## src/design/lphm_pkg.sv

```systemverilog
`timescale 1ns / 1ps
`default_nettype none
package lphm_pkg;

  localparam int CAPACITY = 256;
  localparam int SLOT_W   = 8;
  localparam int CUR_W    = 9;
  localparam int KEY_W    = 64;
  localparam int VAL_W    = 64;

  localparam logic [CUR_W-1:0] CURSOR_END = 9'(CAPACITY + 1);

  // Command codes.
  localparam logic [2:0] CMD_SET_OR_ADD = 3'd0;
  localparam logic [2:0] CMD_GET_OR_ADD = 3'd1;
  localparam logic [2:0] CMD_LOOKUP     = 3'd2;
  localparam logic [2:0] CMD_LOOKUP_DEL = 3'd3;
  localparam logic [2:0] CMD_ITER_NEXT  = 3'd4;

  // Result status codes.
  localparam logic [1:0] STS_HIT   = 2'd0;
  localparam logic [1:0] STS_ADDED = 2'd1;
  localparam logic [1:0] STS_MISS  = 2'd2;
  localparam logic [1:0] STS_FULL  = 2'd3;

  // Result selects from controller to datapath.
  localparam logic [2:0] RES_HIT_MEM  = 3'd0;
  localparam logic [2:0] RES_HIT_NEW  = 3'd1;
  localparam logic [2:0] RES_ADDED    = 3'd2;
  localparam logic [2:0] RES_MISS     = 3'd3;
  localparam logic [2:0] RES_FULL     = 3'd4;
  localparam logic [2:0] RES_ITER_HIT = 3'd5;
  localparam logic [2:0] RES_ITER_END = 3'd6;

  typedef struct packed {
    logic       load;       // latch input transaction, start probe/iteration
    logic       rd;         // issue a table read
    logic       rd_iter;    // read address from iteration position
    logic       probe_adv;  // step the probe to the next slot
    logic       iter_adv;   // follow the stored link of a deleted slot
    logic       wr_entry;   // write key, value and live mark
    logic       use_del;    // entry write targets the remembered deleted slot
    logic       wr_value;   // overwrite value at probe slot
    logic       wr_delete;  // mark probe slot deleted
    logic       link_tail;  // append probe slot to insertion chain
    logic       link_self;  // terminate the link of the probe slot
    logic       res_en;
    logic [2:0] res_sel;
    logic       out_load;
  } lphm_cmd_t;

  typedef struct packed {
    logic [2:0] op;
    logic       hit;
    logic       empty;
    logic       live;
    logic       last;
    logic       have_del;
    logic       full;
    logic       pos_bad;
  } lphm_sts_t;

endpackage
`default_nettype wire

```

## src/design/lphm_ctrl.sv

```systemverilog
`timescale 1ns / 1ps
`default_nettype none
module lphm_ctrl (
  input  wire logic                clk,
  input  wire logic                rst,
  input  wire logic                in_valid,
  output logic                     in_stall,
  input  wire logic [2:0]          command,
  output logic                     out_valid,
  input  wire logic                out_stall,
  input  wire lphm_pkg::lphm_sts_t sts,
  output lphm_pkg::lphm_cmd_t      cmd
);

  localparam logic [2:0] S_IDLE  = 3'd0;
  localparam logic [2:0] S_P_RD  = 3'd1;
  localparam logic [2:0] S_P_CK  = 3'd2;
  localparam logic [2:0] S_P_END = 3'd3;
  localparam logic [2:0] S_LINK  = 3'd4;
  localparam logic [2:0] S_I_POS = 3'd5;
  localparam logic [2:0] S_I_CK  = 3'd6;
  localparam logic [2:0] S_DONE  = 3'd7;

  logic [2:0] state;
  logic [2:0] state_next;
  logic       is_insert;

  assign in_stall  = (state != S_IDLE);
  assign is_insert = (sts.op == lphm_pkg::CMD_SET_OR_ADD) ||
                     (sts.op == lphm_pkg::CMD_GET_OR_ADD);

  always_comb begin
    cmd        = '0;
    state_next = state;
    unique case (state)
      S_IDLE: begin
        if (in_valid) begin
          cmd.load = 1'b1;
          if (command == lphm_pkg::CMD_ITER_NEXT) begin
            state_next = S_I_POS;
          end else if (command < lphm_pkg::CMD_ITER_NEXT) begin
            state_next = S_P_RD;
          end else begin
            cmd.res_en  = 1'b1;
            cmd.res_sel = lphm_pkg::RES_MISS;
            state_next  = S_DONE;
          end
        end
      end
      S_P_RD: begin
        cmd.rd     = 1'b1;
        state_next = S_P_CK;
      end
      S_P_CK: begin
        cmd.res_en = 1'b1;
        state_next = S_DONE;
        if (sts.hit) begin
          case (sts.op)
            lphm_pkg::CMD_SET_OR_ADD: begin
              cmd.wr_value = 1'b1;
              cmd.res_sel  = lphm_pkg::RES_HIT_NEW;
            end
            lphm_pkg::CMD_LOOKUP_DEL: begin
              cmd.wr_delete = 1'b1;
              cmd.res_sel   = lphm_pkg::RES_HIT_MEM;
            end
            default: begin
              cmd.res_sel = lphm_pkg::RES_HIT_MEM;
            end
          endcase
        end else if (sts.empty) begin
          if (!is_insert) begin
            cmd.res_sel = lphm_pkg::RES_MISS;
          end else if (sts.have_del) begin
            cmd.wr_entry = 1'b1;
            cmd.use_del  = 1'b1;
            cmd.res_sel  = lphm_pkg::RES_ADDED;
          end else if (sts.full) begin
            cmd.res_sel = lphm_pkg::RES_FULL;
          end else begin
            cmd.wr_entry  = 1'b1;
            cmd.link_tail = 1'b1;
            cmd.res_sel   = lphm_pkg::RES_ADDED;
            state_next    = S_LINK;
          end
        end else begin
          cmd.res_en    = 1'b0;
          cmd.probe_adv = 1'b1;
          state_next    = sts.last ? S_P_END : S_P_RD;
        end
      end
      S_P_END: begin
        cmd.res_en = 1'b1;
        state_next = S_DONE;
        if (!is_insert) begin
          cmd.res_sel = lphm_pkg::RES_MISS;
        end else if (sts.have_del) begin
          cmd.wr_entry = 1'b1;
          cmd.use_del  = 1'b1;
          cmd.res_sel  = lphm_pkg::RES_ADDED;
        end else begin
          cmd.res_sel = lphm_pkg::RES_FULL;
        end
      end
      S_LINK: begin
        cmd.link_self = 1'b1;
        state_next    = S_DONE;
      end
      S_I_POS: begin
        if (sts.pos_bad) begin
          cmd.res_en  = 1'b1;
          cmd.res_sel = lphm_pkg::RES_ITER_END;
          state_next  = S_DONE;
        end else begin
          cmd.rd      = 1'b1;
          cmd.rd_iter = 1'b1;
          state_next  = S_I_CK;
        end
      end
      S_I_CK: begin
        if (sts.empty) begin
          cmd.res_en  = 1'b1;
          cmd.res_sel = lphm_pkg::RES_ITER_END;
          state_next  = S_DONE;
        end else if (sts.live) begin
          cmd.res_en  = 1'b1;
          cmd.res_sel = lphm_pkg::RES_ITER_HIT;
          state_next  = S_DONE;
        end else if (sts.last) begin
          cmd.res_en  = 1'b1;
          cmd.res_sel = lphm_pkg::RES_ITER_END;
          state_next  = S_DONE;
        end else begin
          cmd.iter_adv = 1'b1;
          state_next   = S_I_POS;
        end
      end
      S_DONE: begin
        if (!out_valid || !out_stall) begin
          cmd.out_load = 1'b1;
          state_next   = S_IDLE;
        end
      end
      default: begin
        state_next = S_IDLE;
      end
    endcase
  end

  always_ff @(posedge clk) begin
    if (rst) begin
      state     <= S_IDLE;
      out_valid <= 1'b0;
    end else begin
      state <= state_next;
      if (cmd.out_load) begin
        out_valid <= 1'b1;
      end else if (!out_stall) begin
        out_valid <= 1'b0;
      end
    end
  end

endmodule
`default_nettype wire

```

## config.mk

```make
export PLATFORM = sky130hd
export DESIGN_NAME = lphm_ctrl
export DESIGN_NICKNAME = d
export VERILOG_FILES = /design/src/design/lphm_pkg.sv /design/src/design/lphm_ctrl.sv
export SDC_FILE = /design/constraint.sdc
export NUM_CORES = 1
export LEC_CHECK = 0
export ABC_AREA = 1
export ABC_CLOCK_PERIOD_IN_PS = 2600
export BUFFER_PORTS_ARGS = -buffer_cell sky130_fd_sc_hd__buf_2
export CORE_MARGIN = 2
export CORE_UTILIZATION = 42
export DETAILED_ROUTE_END_ITERATION = 8
export PLACE_DENSITY = 0.79
export SLEW_MARGIN = 25
export SYNTH_ARGS = -nofsm -noshare
export SYNTH_HDL_FRONTEND = slang
export SYNTH_SLANG_ARGS = --single-unit
```

## constraint.sdc

```tcl
create_clock -name clk -period 2.6 [get_ports clk]
set_clock_uncertainty 0.05 [all_clocks]
set_input_delay 0.52 -clock clk [delete_from_list [all_inputs] [get_ports clk]]
set_output_delay 0.52 -clock clk [all_outputs]
set_load 0.005 [all_outputs]
```

# [Word-level counts from Yosys, hierarchy flattened]
# Cells that the tools add are included.
# W data, S select, Z words.
[totals] register_bits=4 out_inout_bits=18
[classes] reduce_logical=9 muxes=67 n_eq_ne=13 n_lt_le_gt_ge=1
[op_table] cell="$mux W3" count=14
[op_table] cell="$mux W1" count=28
[op_table] cell="$mux W2" count=14
[op_table] cell="$mux W4" count=7
[op_table] cell="$pmux W3 S7" count=1
[op_table] cell="$pmux W4 S5" count=1
[op_table] cell="$eq A3 B3 Y1 const B" count=5
[op_table] cell="$eq A3 B2 Y1 const B" count=3
[op_table] cell="$eq A3 B1 Y1 const B" count=2
[op_table] cell="$logic_not A3 Y1" count=2
[op_table] cell="$ne A2 B2 Y1 const B" count=2
[op_table] cell="$pmux W2 S2" count=1
[op_table] cell="$lt A3 B3 Y1 const B" count=1
[op_table] cell="$reduce_bool A3 Y1" count=1
[op_table] cell="$logic_not A1 Y1" count=2
[op_table] cell="$logic_or A1 B1 Y1" count=2
[op_table] cell="$ne A2 B1 Y1 const B" count=1
[op_table] cell="$pmux W1 S2" count=1
[op_table] cell="$reduce_and A2 Y1" count=1
[op_table] cell="$reduce_or A2 Y1" count=1

# [Longest topological paths before layout]
# Gate-level depths: netlist (run 1).
[logic_depth] ltp_word=6 depth_mapped=9

# [Worst setup path before layout (run 1)]
# Ideal clock, no wire load.
[synth_timing] path_type="input to output" from="in sts[5] (netlist name)" to="out cmd[3] (netlist name)" arrival_time_ns=1.049 cell_stages=6 slack_ns=0.981 path_cell_list="inv_1 > nand3_1 > nand2_1 > o21ai_1 > a21oi_1 > o21ai_1"
[synth_lines] element="start: declaration" line="lphm_ctrl.sv:11" source="input wire lphm_pkg::lphm_sts_t sts,"
[synth_lines] element="end: declaration" line="lphm_ctrl.sv:12" source="output lphm_pkg::lphm_cmd_t cmd"

==> results of run 1 <==
[flip-flops by register name, summed over array words and instances (netlist names)]
| signal | cells |
|---|---|
| out_valid | 1 |
| state | 3 |
[cells in the final DEF, fill, tap and decap left out, types with 4 or more instances in the layout]
cell / count
sky130_fd_sc_hd__nor2_2: 4
sky130_fd_sc_hd__a21oi_1: 6
sky130_fd_sc_hd__nand2_1: 19
sky130_fd_sc_hd__nand2_2: 4
sky130_fd_sc_hd__inv_2: 6
sky130_fd_sc_hd__nand3_1: 13
sky130_fd_sc_hd__nor2_1: 18
sky130_fd_sc_hd__dfxtp_1: 4
sky130_fd_sc_hd__inv_1: 22
sky130_fd_sc_hd__buf_2: 34
[report_power, final]
| group | total, mW | leakage, nW | switching (mW) | internal [mW] |
|---|---|---|---|---|
| Sequential | 0.129 | 0.0330 | 0.0441 | 0.0852 |
| Clock | 0.0766 | 0.0138 | 0.0250 | 0.0516 |
| Combinational | 0.393 | 0.454 | 0.234 | 0.159 |
[worst reg2reg max path, cell delays in order, from the launching register on]
cell and delay (ns):
sky130_fd_sc_hd__dfxtp_1 0.46, sky130_fd_sc_hd__inv_2 0.13, sky130_fd_sc_hd__nand2_1 0.14, sky130_fd_sc_hd__nor2_1 0.07, sky130_fd_sc_hd__nor2_1 0.10, sky130_fd_sc_hd__nand3_1 0.08, sky130_fd_sc_hd__nand2_1 0.07, sky130_fd_sc_hd__inv_1 0.03
[logic make-up after synthesis]
family | share of synthesized area, %
AOI/OAI and AO/OA | 17.26
buffers and inverters | 19.73
DFF | 14.35
and+or+nand+nor | 48.65
[final timing paths]
| kind | to | cells past startpoint | slack, ns |
|---|---|---|---|
| max | cmd[10] | 9 | 0.56 |
| min | state[2] | 2 | 0.42 |
| max reg2reg | state[1] | 7 | 1.36 |
| min reg2reg | out_valid | 2 | 0.45 |
[final cells by class]
class	count	area share [%]
multi-input combinational	77	48.12
inverter	28	13.75
timing repair buffer	34	22.26
tap	15	2.455
sequential	4	10.47
clock buffer	3	2.946
[cell usage after synthesis]
cell type / instances
sky130_fd_sc_hd__inv_2: 6
sky130_fd_sc_hd__nor2_1: 18
sky130_fd_sc_hd__nand3_1: 13
sky130_fd_sc_hd__a211oi_1: 1
sky130_fd_sc_hd__buf_2: 1
sky130_fd_sc_hd__nor2_2: 4
sky130_fd_sc_hd__o211ai_1: 1
sky130_fd_sc_hd__nand2_1: 19
sky130_fd_sc_hd__o22ai_2: 1
sky130_fd_sc_hd__nor3_1: 1
sky130_fd_sc_hd__dfxtp_1: 4
sky130_fd_sc_hd__inv_1: 22
sky130_fd_sc_hd__nand2_2: 4
sky130_fd_sc_hd__o2111ai_1: 1
sky130_fd_sc_hd__nand4_1: 2
sky130_fd_sc_hd__a21oi_1: 6
sky130_fd_sc_hd__o21ai_1: 3
sky130_fd_sc_hd__o21ai_0: 3
[layer usage]
metal / GRT usage, % / vias up / part of all wire (%)
met2: 36.90 / 24 / 49
li1: - / 416 / -
met5: 0 / - / 0
met4: 5.000 / 0 / 0
met3: 3.333 / 0 / 5.3
met1: 21.90 / 341 / 45
[per-stage QoR]
stage,hold slack [ns],setup WS [ns]
2_1_floorplan,0.4181,0.9808
3_3_place_gp,0.4200,0.7086
3_5_place_dp,0.4353,0.6770
4_1_cts,0.4106,0.5548
5_1_grt,0.4064,0.4040
6_report,0.4161,0.5591
==> results.md, run 1 <==
* Grt ovf at 0
* Total of fill cells in the finished design at 134
* Full die area at 1636 um^2
* Bufs and invs on worst path at 4
* Area growth from synthesis to layout at 37.00%
* Startpoint of the worst hold path: rst
* Total detailed-routing wirelength at 1469 um
* Worst Path Class, Setup: register to output pin
* Number of input and output port buffers inserted at 34
* Core footprint at 1269 um^2
* Post-route cell area at 764.5 um^2
* Area taken by flip-flops and latches at 80.08 um^2
* Worst r2r src: state[2]
* Area share of the largest cell type after synthesis at 14.80%
* Worst supply voltage drop on vdd at 0.4831 mV
* Clock insertion delay at the later pin of the skew report at 0.23 ns
* Setup tns final at 0 ns
* CTS tree: done
* Post-DP Area at 742.0 um^2
* Largest net degree at the start of global routing at 9
* Post-route clock period utilization at 78.50%
* Number of instances in the placed design at 158
* Inserted Clock Buffers at 3
* Total standard cell area after synthesis at 558.0 um^2
* Wire length of the first global-routing pass at 2173 um
* Family of cells with the greatest summed delay on the critical path: flip-flops
* Non-Filler Instances at 161
* Minimum period implied by the final worst setup slack at 2.041 ns
* Peak Freq at 0.4900 GHz
* Maximum clock path buffer count at 2
* Hold buffer count at CTS at 0
* Total setup violations reported at the end of the flow at 0
* DRC violations left at 0
* Number of ports placed on the die boundary at 35
* Maximum fanout along the worst path at 6
* Actual transition at the worst max-transition pin at 0.2645 ns
* Setup crit start: state[1]
* Most frequent CP cell: sky130_fd_sc_hd__inv_2
* Number of max-capacitance violations reported at 0
* Total number of yosys warnings at 0
* Level count of the clock H-tree at 1
* Post-CTS Setup Inserts at 0
* Sequential element share of the synthesized area at 14.35%
* Total nets after synthesis at 127
* Final net count at 165
* Status: finished clean
* Arrival time of data at the critical path endpoint at 1.47 ns
* Placed wire-length estimate at 1264 um
* Via density per instance at 4.851
* Critical path capture point type: output pin
* Iter 0 DRT Violations at 13
* Number of clock sinks seen by CTS at 4
* Post-cts gate resize count at 0
* Synth Instances at 110
* Required time of the worst setup path at 2.03 ns
* Diode insertion count for antenna repair at 0
* Avg WL per Cell at 9.124 um
* Leading cell types by total area after synthesis: sky130_fd_sc_hd__inv_1, sky130_fd_sc_hd__dfxtp_1, sky130_fd_sc_hd__nand2_1
* Peak per-stage delay on the critical path at 0.44 ns
* Post-synth top area cell: sky130_fd_sc_hd__inv_1
* Fraction of layout cells with a size suffix above 1 at 35.62%
* Via count of the routed design at 781
* Root Buffer: sky130_fd_sc_hd__clkbuf_4
* Count of state elements after synthesis at 4
* Critical path launch point type: register
* Library cell contributing the largest single delay on the critical path: sky130_fd_sc_hd__dfxtp_1
* Iteration count of the initial detailed-routing pass at 4
* Leakage power total at 0.5013 nW
* Number of distinct library cells after synthesis at 18
* Die width at 40.45 um
* Final Hold Violating Endpoints at 0
* Antenna violations before repair at 0
* Final Util at 60.26%
* ANT nets after route at 0
* Slew headroom at 82.34%
* Unrepaired setup endpoints after global routing: false
* Hold/Removal Path Class: primary input to register
* Mean area per synthesized cell at 5.073 um^2
* Clock transition at the registers of the reported paths at 0.04 ns
* Final Max Slew Viols at 0
* Initial core utilization at 43.98%
* Final weighted congestion in routability-driven placement at 0.8059
* Overall die height at 40.45 um
* Via count of the first global-routing pass at 605
* PnR Total Power at 599.2 uW
* Number of rows in the core area at 13
* Power density relative to cell area at 783.7 nW/um^2
* GRT Resource Usage Total at 19.50%
* Critical path cell sequence: inv_2 -> nor2_2 -> nand2_2 -> inv_2 -> nand2_2 -> inv_2 -> nand2_1 -> o22ai_2 -> buf_2
* Area used by multi-input combinational logic at 367.9 um^2
Power figures use the tool's default switching activity.
==> inputs of run 2 (changes only) <==
Settings changed: ABC_CLOCK_PERIOD_IN_PS 2600 to 1800, CORE_UTILIZATION 42 to 37, PLACE_DENSITY 0.79 to 0.74.
Clock period 2.6 ns to 1.8 ns, I/O delays scaled along.
==> results.md, run 2 (synthesized netlist as in run 1, its figures left out) <==
* Iteration count of the initial detailed-routing pass at 4
* Inserted Clock Buffers at 3
* Total detailed-routing wirelength at 1610 um
* Library cell contributing the largest single delay on the critical path: sky130_fd_sc_hd__dfxtp_4
* Final Max Slew Viols at 0
* CTS tree: done
* Power density relative to cell area at 1208 nW/um^2
* Via count of the first global-routing pass at 654
* GRT Resource Usage Total at 16.35%
* Highest-count cells in the layout ignoring fill and taps: sky130_fd_sc_hd__buf_2, sky130_fd_sc_hd__inv_1, sky130_fd_sc_hd__nand2_1
* Overall die height at 42.84 um
* Iter 0 DRT Violations at 11
* Number of instances in the placed design at 159
* Leakage power total at 0.5505 nW
* Critical path capture point type: output pin
* Number of input and output port buffers inserted at 34
* Root Buffer: sky130_fd_sc_hd__clkbuf_4
* Actual transition at the worst max-transition pin at 0.2524 ns
* Number of rows in the core area at 14
* Setup tns final at 0 ns
* Full die area at 1835 um^2
* Minimum period implied by the final worst setup slack at 1.746 ns
* Worst Path Class, Setup: register to output pin
* Core footprint at 1454 um^2
* Hold buffer count at CTS at 0
* Post-route cell area at 864.6 um^2
* Number of flip-flops under the largest register name at 3
* Via density per instance at 4.726
* Non-Filler Instances at 168
* Total setup violations reported at the end of the flow at 0
* Avg WL per Cell at 9.583 um
* Initial core utilization at 38.38%
* Die width at 42.84 um
* Arrival time of data at the critical path endpoint at 1.34 ns
* Number of clock sinks seen by CTS at 4
* ANT nets after route at 0
* Final Hold Violating Endpoints at 0
* Peak Freq at 0.5726 GHz
* Fraction of layout cells with a size suffix above 1 at 42.76%
* Post-DP Area at 743.2 um^2
* Leading cell type in the layout, fill and taps excluded: sky130_fd_sc_hd__buf_2
* Required time of the worst setup path at 1.39 ns
* Largest net degree at the start of global routing at 9
* Peak per-stage delay on the critical path at 0.37 ns
* Final net count at 171
* DRC violations left at 0
* Status: finished clean
* Via count of the routed design at 794
* Placed wire-length estimate at 1244 um
* Level count of the clock H-tree at 1
* Grt ovf at 0
* Post-route clock period utilization at 97.02%
* Number of max-capacitance violations reported at 0
* Clock transition at the registers of the reported paths at 0.04 ns
* Hold/Removal Path Class: primary input to register
* Maximum fanout along the worst path at 6
* Largest register by flop count: state
* Clock insertion delay at the later pin of the skew report at 0.23 ns
* Final weighted congestion in routability-driven placement at 0.8576
* Family of cells with the greatest summed delay on the critical path: simple AND/OR/NAND/NOR gates
* Wire length of the first global-routing pass at 2428 um
* Area growth from synthesis to layout at 54.93%
* Diode insertion count for antenna repair at 0
* Slew headroom at 83.11%
* Antenna violations before repair at 0
* Registers with the most flip-flops: state: 3 flops, out_valid: 1 flops
* Maximum clock path buffer count at 2
* Bufs and invs on worst path at 1
* Number of ports placed on the die boundary at 35
* Worst supply voltage drop on vdd at 1.019 mV
* Critical path cell sequence: nor2_4 -> nand2_2 -> nor2_2 -> nand2_1 -> o2111ai_1 -> buf_2
* Critical path launch point type: register
run 2: changes by cell type in the layout (fill, tap and decap cells not counted), moves of 2 or more:
| cell | previous run | this run |
|---|---|---|
| sky130_fd_sc_hd__dfxtp_1 | 4 | 1 |
| sky130_fd_sc_hd__inv_4 | 0 | 3 |
| sky130_fd_sc_hd__nand3_2 | 0 | 2 |
| sky130_fd_sc_hd__nand2_4 | 0 | 2 |
| sky130_fd_sc_hd__buf_4 | 0 | 6 |
| sky130_fd_sc_hd__dfxtp_4 | 0 | 3 |
| sky130_fd_sc_hd__nand3_1 | 13 | 11 |
| sky130_fd_sc_hd__inv_2 | 6 | 3 |
| sky130_fd_sc_hd__nor2_4 | 0 | 2 |
run 2: path summary, 6_finish.rpt:
| check | startpoint | end | slack [ns] | depth (start not counted) |
|---|---|---|---|---|
| max | state[1] | cmd[2] | 0.05 | 6 |
| max reg2reg | state[1] | state[1] | 0.60 | 8 |
| min reg2reg | out_valid | out_valid | 0.44 | 2 |
| min | rst | state[2] | 0.26 | 2 |
run 2: per-layer routing:
metal / global-route usage [%] / share of wire (%)
met5: 0 / 0
met4: 0 / 0
met3: 2.553 / 6.0
met2: 33.94 / 52
met1: 17.74 / 42
run 2: where the power goes:
| part | internal [mW] | leakage (nW) | switching [mW] | total [mW] |
|---|---|---|---|---|
| Combinational | 0.316 | 0.502 | 0.386 | 0.702 |
| Sequential | 0.144 | 0.0348 | 0.0897 | 0.234 |
| Clock | 0.0744 | 0.0138 | 0.0339 | 0.108 |
| Total | 0.534 | 0.551 | 0.510 | 1.04 |
run 2: worst register-to-register path, delay by kind of cell (launching register included):
family	cells	cell delay [ns]
flip-flops	1	0.40
buffers and inverters	2	0.18
AND/OR/NAND/NOR	6	0.46
run 2: through the flow:
| step | setup WS (ns) | util [%] | total power, mW | hold slack, ns |
|---|---|---|---|---|
| 2_1_floorplan | 0.4153 | - | 0.5696 | 0.3791 |
| 3_3_place_gp | 0.1805 | 51.12 | 0.7442 | 0.4211 |
| 3_5_place_dp | 0.1773 | 51.12 | 0.7482 | 0.4407 |
| 4_1_cts | 0.006735 | 53.36 | 0.8890 | 0.2612 |
| 5_1_grt | -0.02244 | 59.47 | 1.133 | 0.2719 |
| 6_report | 0.05368 | 59.47 | 1.044 | 0.2616 |
run 2: cell type report:
class,count,area (um^2)
sequential,4,91.34
inverter,28,112.6
fill,143,589.3
tap,16,20.02
clock buffer,3,22.52
timing repair buffer,40,215.2
multi-input combinational,77,402.9
run 2: timing repair:
action	4_1_cts	5_1_grt
endpoints found under the setup margin	5	6
buffers inserted	1	5
pin swaps	1	1
gates resized for setup	2	15
==> inputs of run 3 (changes only) <==
Settings changed: ABC_AREA 1 to default, CORE_UTILIZATION 37 to 36, PLACE_DENSITY 0.74 to 0.73.
==> results.md, run 3 <==
* Wire length of the first global-routing pass at 2939 um
* Arrival time of data at the critical path endpoint at 1.64 ns
* Clock insertion delay at the later pin of the skew report at 0.24 ns
* Most instantiated library cell after synthesis: sky130_fd_sc_hd__nor3_1
* Synth Instances at 79
* Registers with the most flip-flops: state: 3 flops, out_valid: 1 flops
* Largest net degree at the start of global routing at 16
* Combinational fraction of design power at 78.5%
* Register-to-register setup slack at 0.32 ns
* Net switching power at 498.2 uW
* Post-DP Area at 818.3 um^2
* DRC violations left at 0
* Power density relative to cell area at 1208 nW/um^2
* Most instantiated flip-flop cell in the synthesis netlist: sky130_fd_sc_hd__dfxtp_1
* Area growth from synthesis to layout at 82.13%
* Number of flip-flops under the largest register name at 3
* Critical path capture point type: output pin
* FFs w/ async S/R, synth at 0%
* Critical path destination: cmd[1]
* Cell depth of the worst flop-to-flop path at 5
* Leading cell types by total area after synthesis: sky130_fd_sc_hd__dfxtp_1, sky130_fd_sc_hd__nor3_1, sky130_fd_sc_hd__nor2b_1
* Maximum clock path buffer count at 2
* PnR Total Power at 1.186 mW
* Total of fill cells in the finished design at 115
* Initial core utilization at 39.94%
* Placed wire-length estimate at 1412 um
* Commonest cells in the synthesized netlist: sky130_fd_sc_hd__nor3_1, sky130_fd_sc_hd__nand2_1, sky130_fd_sc_hd__nor2_1
* Final net count at 153
* Iteration count of the initial detailed-routing pass at 4
* Via density per instance at 5.799
* Sequential share of power at 12.1%
* Avg WL per Cell at 14.21 um
* Post-route clock period utilization at 113.7%
* Antenna violations before repair at 0
* Inserted Clock Buffers at 3
* Total detailed-routing wirelength at 2117 um
* Count of state elements after synthesis at 4
* Leakage power total at 0.4809 nW
* Root Buffer: sky130_fd_sc_hd__clkbuf_4
* Unrepaired setup endpoints after global routing: true
* Post-route cell area at 982.2 um^2
* Final weighted congestion in routability-driven placement at 0.9414
* Required time of the worst setup path at 1.39 ns
* Maximum fanout along the worst path at 2
* Worst r2r dst: state[1]
* Number of rows in the core area at 13
* Leading cell type in the layout, fill and taps excluded: sky130_fd_sc_hd__buf_2
* Failing checks: negative setup slack
* Number of ports placed on the die boundary at 35
* Setup tns final at -0.9613 ns
* Area share of the largest cell type after synthesis at 14.85%
* Worst supply voltage drop on vdd at 0.6755 mV
* Diode insertion count for antenna repair at 0
* Core footprint at 1350 um^2
* ANT nets after route at 0
* Number of distinct library cells after synthesis at 37
* Number of clock sinks seen by CTS at 4
* Setup WS post-layout at -0.2462 ns
* Clock transition at the registers of the reported paths at 0.04 ns
* Level count of the clock H-tree at 1
* Fraction of layout cells with a size suffix above 1 at 54.48%
* Worst r2r src: state[1]
* GRT Resource Usage Total at 20.33%
* Via count of the routed design at 864
* Total setup violations reported at the end of the flow at 8
* Hold/Removal Path Class: primary input to register
* Overall die height at 42.71 um
* Mean area per synthesized cell at 6.826 um^2
* Number of enable flip-flop cells after synthesis at 0
* Total number of yosys warnings at 0
* Sw frac at 41.99%
* Sequential element share of the synthesized area at 14.85%
* Final Max Slew Viols at 0
* Full die area at 1824 um^2
* Minimum period implied by the final worst setup slack at 2.046 ns
* Via count of the first global-routing pass at 680
* Total standard cell area after synthesis at 539.3 um^2
* Slew headroom at 76.51%
* Die width at 42.71 um
* Number of max-capacitance violations reported at 0
* Critical path launch point type: register
* Final Hold Violating Endpoints at 0
* Iter 0 DRT Violations at 29
* Number of input and output port buffers inserted at 34
* CTS tree: done
* Largest register by flop count: state
* Clk pwr share at 9.5%
* Setup crit start: state[0]
* Total nets after synthesis at 96
* Grt ovf at 0
* Post-synth top area cell: sky130_fd_sc_hd__dfxtp_1
* Peak Freq at 0.4887 GHz
* Actual transition at the worst max-transition pin at 0.3502 ns
* Status: finished with violations
* Highest-count cells in the layout ignoring fill and taps: sky130_fd_sc_hd__buf_2, sky130_fd_sc_hd__buf_4, sky130_fd_sc_hd__nor3_1
* Worst Path Class, Setup: register to output pin
* Internal Power at 688.2 uW
-- run 3: cell types whose count changed after synthesis, moves of 3 or more --
cell / before / now
sky130_fd_sc_hd__nand2_1: 19 / 6
sky130_fd_sc_hd__nand2b_1: 0 / 3
sky130_fd_sc_hd__nor2_1: 18 / 5
sky130_fd_sc_hd__a21oi_1: 6 / 3
sky130_fd_sc_hd__nor3_1: 1 / 9
sky130_fd_sc_hd__nor2_2: 4 / 0
sky130_fd_sc_hd__clkbuf_1: 0 / 4
sky130_fd_sc_hd__inv_1: 22 / 4
sky130_fd_sc_hd__nand2_2: 4 / 0
sky130_fd_sc_hd__nand3_1: 13 / 3
sky130_fd_sc_hd__inv_2: 6 / 0
sky130_fd_sc_hd__o21ai_1: 3 / 0
sky130_fd_sc_hd__nor2b_1: 0 / 4
-- run 3: cells by family after synthesis --
family | Yosys count | synth area share, %
compound gates | 20 | 27.38
simple gates | 47 | 52.21
flops | 4 | 14.85
buf+inv | 8 | 5.567
-- run 3: what timing repair did --
item	4_1_cts	5_1_grt
cloned	0	1
pin swaps	3	8
resized for setup	4	18
hold buffers	0	0
setup endpoints to repair	7	11
setup buffers	0	7
-- run 3: routing by layer --
layer | GRT usage (%) | vias up | part of all wire (%)
met4 | 5.625 | 0 | 0.80
li1 | - | 421 | -
met3 | 2.553 | 2 | 6.8
met1 | 30.95 | 396 | 45
met5 | 0 | - | 0
met2 | 29.39 | 45 | 47
-- run 3: worst min-delay path by stage --
stage | startpoint | to | slack (ns) | depth (start not counted)
3_3_place_gp | out_valid | out_valid | 0.46 | 2
3_5_place_dp | out_valid | out_valid | 0.48 | 2
6_report | rst | out_valid | 0.31 | 2
4_1_cts | rst | out_valid | 0.28 | 2
5_1_grt | rst | out_valid | 0.31 | 2
2_1_floorplan | rst | out_valid | 0.38 | 1
-- run 3: through the flow --
| stage | setup slack [ns] | util (%) | hold slack, ns | std cells |
|---|---|---|---|---|
| after floorplan | 0.04188 | - | 0.3791 | 79 |
| after global placement | 0.01805 | 60.61 | 0.4627 | 138 |
| after detailed placement | 0.001427 | 60.61 | 0.4753 | 138 |
| after CTS | -0.2498 | 63.58 | 0.2847 | 141 |
| after global routing | -0.2934 | 72.75 | 0.3097 | 149 |
| final | -0.2462 | 72.75 | 0.3122 | 149 |
-- run 3: cell type report --
class | instances | area [um^2] | share of cell area (%)
multi-input combinational | 67 | 491.7 | 50.06
clock buffer | 3 | 22.52 | 2.293
tap | 15 | 18.77 | 1.911
inverter | 4 | 15.01 | 1.529
sequential | 4 | 83.83 | 8.535
timing repair buffer | 56 | 350.3 | 35.67
-- run 3: power groups by stage --
stage	registers [mW]	logic, mW	clock network, mW
after global routing	0.145	1.01	0.123
after CTS	0.133	0.696	0.116
after detailed placement	0.135	0.669	0
after floorplan	0.153	0.357	0
after global placement	0.133	0.663	0
final	0.143	0.931	0.113
-- run 3: critical path, cell delays in order, from the launching register on --
cell	delay, ns
sky130_fd_sc_hd__dfxtp_2	0.31
sky130_fd_sc_hd__or3b_4	0.40
sky130_fd_sc_hd__or4_4	0.49
sky130_fd_sc_hd__nand4_1	0.10
sky130_fd_sc_hd__buf_2	0.11
